[src/qmi_pkg.sv]
// Shared types and sizing constants for the queue with middle insert.
`default_nettype none

package qmi_pkg;

  // Queue sizing
  localparam int unsigned CAPACITY   = 1024;
  localparam int unsigned HALF_DEPTH = (CAPACITY + 1) / 2;
  localparam int unsigned IDX_W      = (HALF_DEPTH > 1) ? $clog2(HALF_DEPTH) : 1;
  localparam int unsigned CNT_W      = $clog2(HALF_DEPTH + 1);
  localparam int unsigned N_W        = $clog2(CAPACITY + 1);
  localparam int unsigned DATA_W     = 32;

  // Operation codes carried in the input item
  typedef enum logic [1:0] {
    OP_PUSH   = 2'd0,
    OP_POP    = 2'd1,
    OP_INSERT = 2'd2
  } opcode_e;

  // Result status codes
  typedef enum logic [1:0] {
    STAT_OK    = 2'd0,
    STAT_EMPTY = 2'd1,
    STAT_FULL  = 2'd2
  } status_e;

  // Controller states
  typedef enum logic {
    S_IDLE = 1'b0,
    S_MOVE = 1'b1
  } qmi_state_e;

  typedef struct packed {
    logic [1:0]               opcode;
    logic signed [DATA_W-1:0] value;
  } qmi_in_t;

  typedef struct packed {
    logic signed [DATA_W-1:0] popped_value;
    logic [1:0]               status;
  } qmi_out_t;

  // Commands from controller to datapath
  typedef struct packed {
    logic    exec;       // item accepted: latch value, issue reads
    logic    push_tail;  // write value at back tail
    logic    push_head;  // write value in front of back head
    logic    pop;        // read and drop front head
    logic    fin;        // load result register
    logic    move;       // move back head to front tail
    logic    pop_ok;     // result carries the popped value
    status_e status;     // result status
  } qmi_cmd_t;

  // Status from datapath to controller
  typedef struct packed {
    logic full;
    logic empty;
    logic few;        // fewer than two entries
    logic need_move;  // back half longer than front half
  } qmi_stat_t;

endpackage

`default_nettype wire

[src/qmi_ctrl.sv]
// Controller: decodes each item and sequences access, rebalance and result.
`default_nettype none

module qmi_ctrl (
  input  wire                 clk_i,
  input  wire                 rst_ni,
  input  wire                 in_valid_i,
  output logic                in_ready_o,
  input  wire  [1:0]          opcode_i,
  output logic                out_valid_o,
  input  wire                 out_ready_i,
  input  qmi_pkg::qmi_stat_t  stat_i,
  output qmi_pkg::qmi_cmd_t   cmd_o
);
  import qmi_pkg::*;

  qmi_state_e state_q, state_d;
  status_e    status_q, status_d;
  logic       pop_ok_q, pop_ok_d;
  logic       out_valid_q, out_valid_d;
  logic       accept, fin;
  status_e    dec_status;
  logic       dec_tail, dec_head, dec_pop;

  assign accept = in_valid_i && (state_q == S_IDLE);
  assign fin    = (state_q == S_MOVE) && (!out_valid_q || out_ready_i);

  // Decode the operation against the current fill state
  always_comb begin
    dec_status = STAT_OK;
    dec_tail   = 1'b0;
    dec_head   = 1'b0;
    dec_pop    = 1'b0;
    unique case (opcode_i)
      OP_PUSH: begin
        if (stat_i.full) dec_status = STAT_FULL;
        else             dec_tail   = 1'b1;
      end
      OP_INSERT: begin
        if (stat_i.full)     dec_status = STAT_FULL;
        else if (stat_i.few) dec_tail   = 1'b1;
        else                 dec_head   = 1'b1;
      end
      OP_POP: begin
        if (stat_i.empty) dec_status = STAT_EMPTY;
        else              dec_pop    = 1'b1;
      end
      default: begin
        dec_status = STAT_OK;
      end
    endcase
  end

  // Next state
  always_comb begin
    state_d = state_q;
    unique case (state_q)
      S_IDLE: if (accept) state_d = S_MOVE;
      S_MOVE: if (fin)    state_d = S_IDLE;
      default: state_d = S_IDLE;
    endcase
  end

  // Outputs and held result codes
  always_comb begin
    cmd_o            = '0;
    cmd_o.exec       = accept;
    cmd_o.push_tail  = accept & dec_tail;
    cmd_o.push_head  = accept & dec_head;
    cmd_o.pop        = accept & dec_pop;
    cmd_o.fin        = fin;
    cmd_o.move       = fin & stat_i.need_move;
    cmd_o.pop_ok     = pop_ok_q;
    cmd_o.status     = status_q;
    in_ready_o       = (state_q == S_IDLE);
    out_valid_o      = out_valid_q;

    status_d    = accept ? dec_status : status_q;
    pop_ok_d    = accept ? dec_pop : pop_ok_q;
    out_valid_d = fin ? 1'b1 : (out_ready_i ? 1'b0 : out_valid_q);
  end

  always_ff @(posedge clk_i or negedge rst_ni) begin
    if (!rst_ni) begin
      state_q     <= S_IDLE;
      status_q    <= STAT_OK;
      pop_ok_q    <= 1'b0;
      out_valid_q <= 1'b0;
    end else begin
      state_q     <= state_d;
      status_q    <= status_d;
      pop_ok_q    <= pop_ok_d;
      out_valid_q <= out_valid_d;
    end
  end

endmodule

`default_nettype wire

[config.mk]
export PLATFORM = sky130hd
export DESIGN_NAME = qmi_ctrl
export DESIGN_NICKNAME = d
export VERILOG_FILES = /design/src/qmi_pkg.sv /design/src/qmi_ctrl.sv
export SDC_FILE = /design/constraint.sdc
export NUM_CORES = 1
export LEC_CHECK = 0
export BUFFER_PORTS_ARGS = -buffer_cell sky130_fd_sc_hd__buf_4
export CAP_MARGIN = 20
export CORE_AREA = 4 4 41 43
export DETAILED_ROUTE_END_ITERATION = 8
export DIE_AREA = 0 0 45 47
export GPL_ROUTABILITY_DRIVEN = 0
export GPL_TIMING_DRIVEN = 0
export PLACE_DENSITY = 0.49
export SYNTH_ARGS = -nofsm -noshare
export SYNTH_HDL_FRONTEND = slang
export SYNTH_SLANG_ARGS = --single-unit
[constraint.sdc]
create_clock -name clk_i -period 2.8 [get_ports clk_i]
set_clock_uncertainty 0.15 [all_clocks]
set_input_delay 0.84 -clock clk_i [delete_from_list [all_inputs] [get_ports clk_i]]
set_output_delay 0.84 -clock clk_i [all_outputs]
set_load 0.005 [all_outputs]
==> metrics.yaml <==
critical_path:
  slowest_delay_ps: 170
  cp_slowest_cell: "nand2b_1"
  crit_required_ps: 1810
  cp.arrival_ps: 1530
  start_kind: "primary input"
  crit_top_cell: "buf_4"
  end_kind: "primary output"
  r2r_slack_ps: 1640
  cp_max_fo: 4
  crit_type: "in2out"
  path_cells: "buf_4, nand2b_1, and2_1, buf_4, buf_4"
timing:
  worstMarginPinSlew_ps: 221.0
  rsz0062_at_grt: "no"
  hold_violations: 0
  fin_setup_tns_ps: 0
  hold_ws_ps: 242.9
  fmax_ghz: 0.3967
  period_needed_ps: 2521
  slew_headroom_pct: 85.13
  setup_viol: 0
  drv_slew: 0
  final.period_utilization_pct: 90.03
synthesis:
  yosys_warnings: 0
  ys_ff_latch: 5
  syn_area_per_cell_um2: 10.97
  synthCells: 26
  syn_nets: 36
  syn-cell-area_um2: 285.3
  seq_area_frac_synth_pct: 43.86
  synth.distinct_cells: 15
grt:
  use_met2_pct: 10.17
  grt_pass1_vias: 273
  grt_use_met1_pct: 9.382
  grt_max_degree: 8
  antenna_found_initial: 0
  grt_pass1_wl_um: 1131
  gr-max-usage-layer: "met2"
  overflow: 0
  use_met3_pct: 5.364
  grt_usage_pct: 8.155
cts:
  clk_pin_slew_ps: 40
  cts_tree: "built"
  cts-root-buf: "clkbuf_4"
  clock_sinks: 5
  worstSkewPairLatency_ps: 240
  cts_buffers: 3
  cts_max_path_buffers: 2
  postCtsSetupRepairBufs: 0
  ctsResizeCount: 0
  ctsHoldBuffers: 0
  h-tree-depth: 1
final_layout:
  drive_above_1_share_pct: 58.00
  layout_common_cells: "23 x buf_4, 5 x dfrtp_1, 3 x inv_1, 3 x clkbuf_4"
  fin_nets: 61
  multi_input_area_um2: 126.4
  diodes: 0
  final_common_cell: "buf_4"
  final_core_util_pct: 36.92
  num-fill-cells: 155
  regArea_um2: 125.1
  synthToLayoutAreaGrowth_pct: 68.42
  fin_area_um2: 480.5
floorplan:
  die_h_um: 47
  design.core.area_mm2: 0.001301
  rows: 13
  pin_count: 21
  die_x_um: 45
  initial_core_util_pct: 21.92
  die_area_mm2: 0.002115
routing:
  drc: 0
  routedWlPerCell_um: 10.25
  drt_iter0_markers: 5
  ant_nets: 0
  wl_um: 666
  drt_pass1_iterations: 4
  routed_via_density: 4.062
  via_count: 264
placement:
  dpl_cell_area_um2: 454.2
  dp_hpwl_um: 555.4
  io_buffers: 20
power:
  cellPowerDensity_mw_per_mm2: 521.1
  vdd_drop_max_uv: 143.3
  total_leakage_power_nw: 0.2649
status:
  status: "finished, final reports clean"
flow_run:
  cap_violations: 0
min_path:
  min_path_type: "in2async"
==> final cells by class <==
type / instances / area share [%]
flip-flops and latches: 5 / 26.04
well taps: 15 / 3.906
plain buffers: 3 / 4.687
multi-input cells: 15 / 26.30
inverters: 3 / 2.344
clock buffers: 4 / 5.469
repair buffers: 20 / 31.25
==> layer usage <==
metal,part of all wire (%),vias up
li1,-,132
met1,45,117
met2,41,15
met3,13,0
met4,0,0
met5,0,-
==> stage by stage <==
step | worst slack, ps | instances | power [W]
after floorplan | 540.8 | 26 | 0.0001265
after global placement | 279.6 | 61 | 0.0001710
after detailed placement | 277.7 | 61 | 0.0001712
after CTS | 273.1 | 65 | 0.0002595
after global routing | 240.8 | 65 | 0.0002747
final | 279.2 | 65 | 0.0002504
==> sequential cells by signal (all words and copies together) (netlist names) <==
| signal | flops |
|---|---|
| out_valid_o | 1 |
| pop_ok_q | 1 |
| state_q | 1 |
| status_q | 2 |
==> kinds of logic (layout without fill, tap and decap cells) <==
group	Yosys count	count (layout)	share of synthesized area [%]
AOI/OAI and AO/OA	3	3	7.894
buffers and inverters	6	30	11.84
DFF	5	5	43.86
muxes	1	1	5.262
and+or+nand+nor	11	11	31.14
==> power breakdown <==
group          leakage (nW)  internal [W]  switching [W]   total, W
clock network        0.0150     0.0000538      0.0000284  0.0000822
logic                 0.186     0.0000510      0.0000262  0.0000772
registers            0.0635     0.0000835     0.00000739  0.0000909
==> worst max-delay path, delay by kind of cell <==
kind	cells	cell delay, ps
simple gates	2	340
buf+inv	3	340
==> final timing paths <==
kind	startpoint	to	cells past startpoint
worst max-delay path	out_ready_i	cmd_o[4]	5
worst min-delay path	rst_ni	state_q$_DFF_PN0_	1
worst max register to register	state_q$_DFF_PN0_	status_q[1]$_DFFE_PN0P_	2
worst min register to register	pop_ok_q$_DFFE_PN0P_	pop_ok_q$_DFFE_PN0P_	1
max in group asynchronous	rst_ni	out_valid_o$_DFFE_PN0P_	1
min in group clk_i	pop_ok_q$_DFFE_PN0P_	pop_ok_q$_DFFE_PN0P_	1
==> cell usage after synthesis (all sizes together) <==
cell | count | area share (%)
a22o | 2 | 6.1
and2 | 2 | 4.4
and3 | 1 | 2.2
and4bb | 1 | 4.4
buf | 3 | 7.9
dfrtp | 5 | 44
inv | 3 | 3.9
mux2 | 1 | 5.3
nand2 | 1 | 1.3
nand2b | 2 | 7.0
nor2b | 2 | 4.4
nor4 | 1 | 2.2
nor4b | 1 | 5.3
o21ai | 1 | 1.8
No activity file was read; power rests on OpenSTA's default activity.
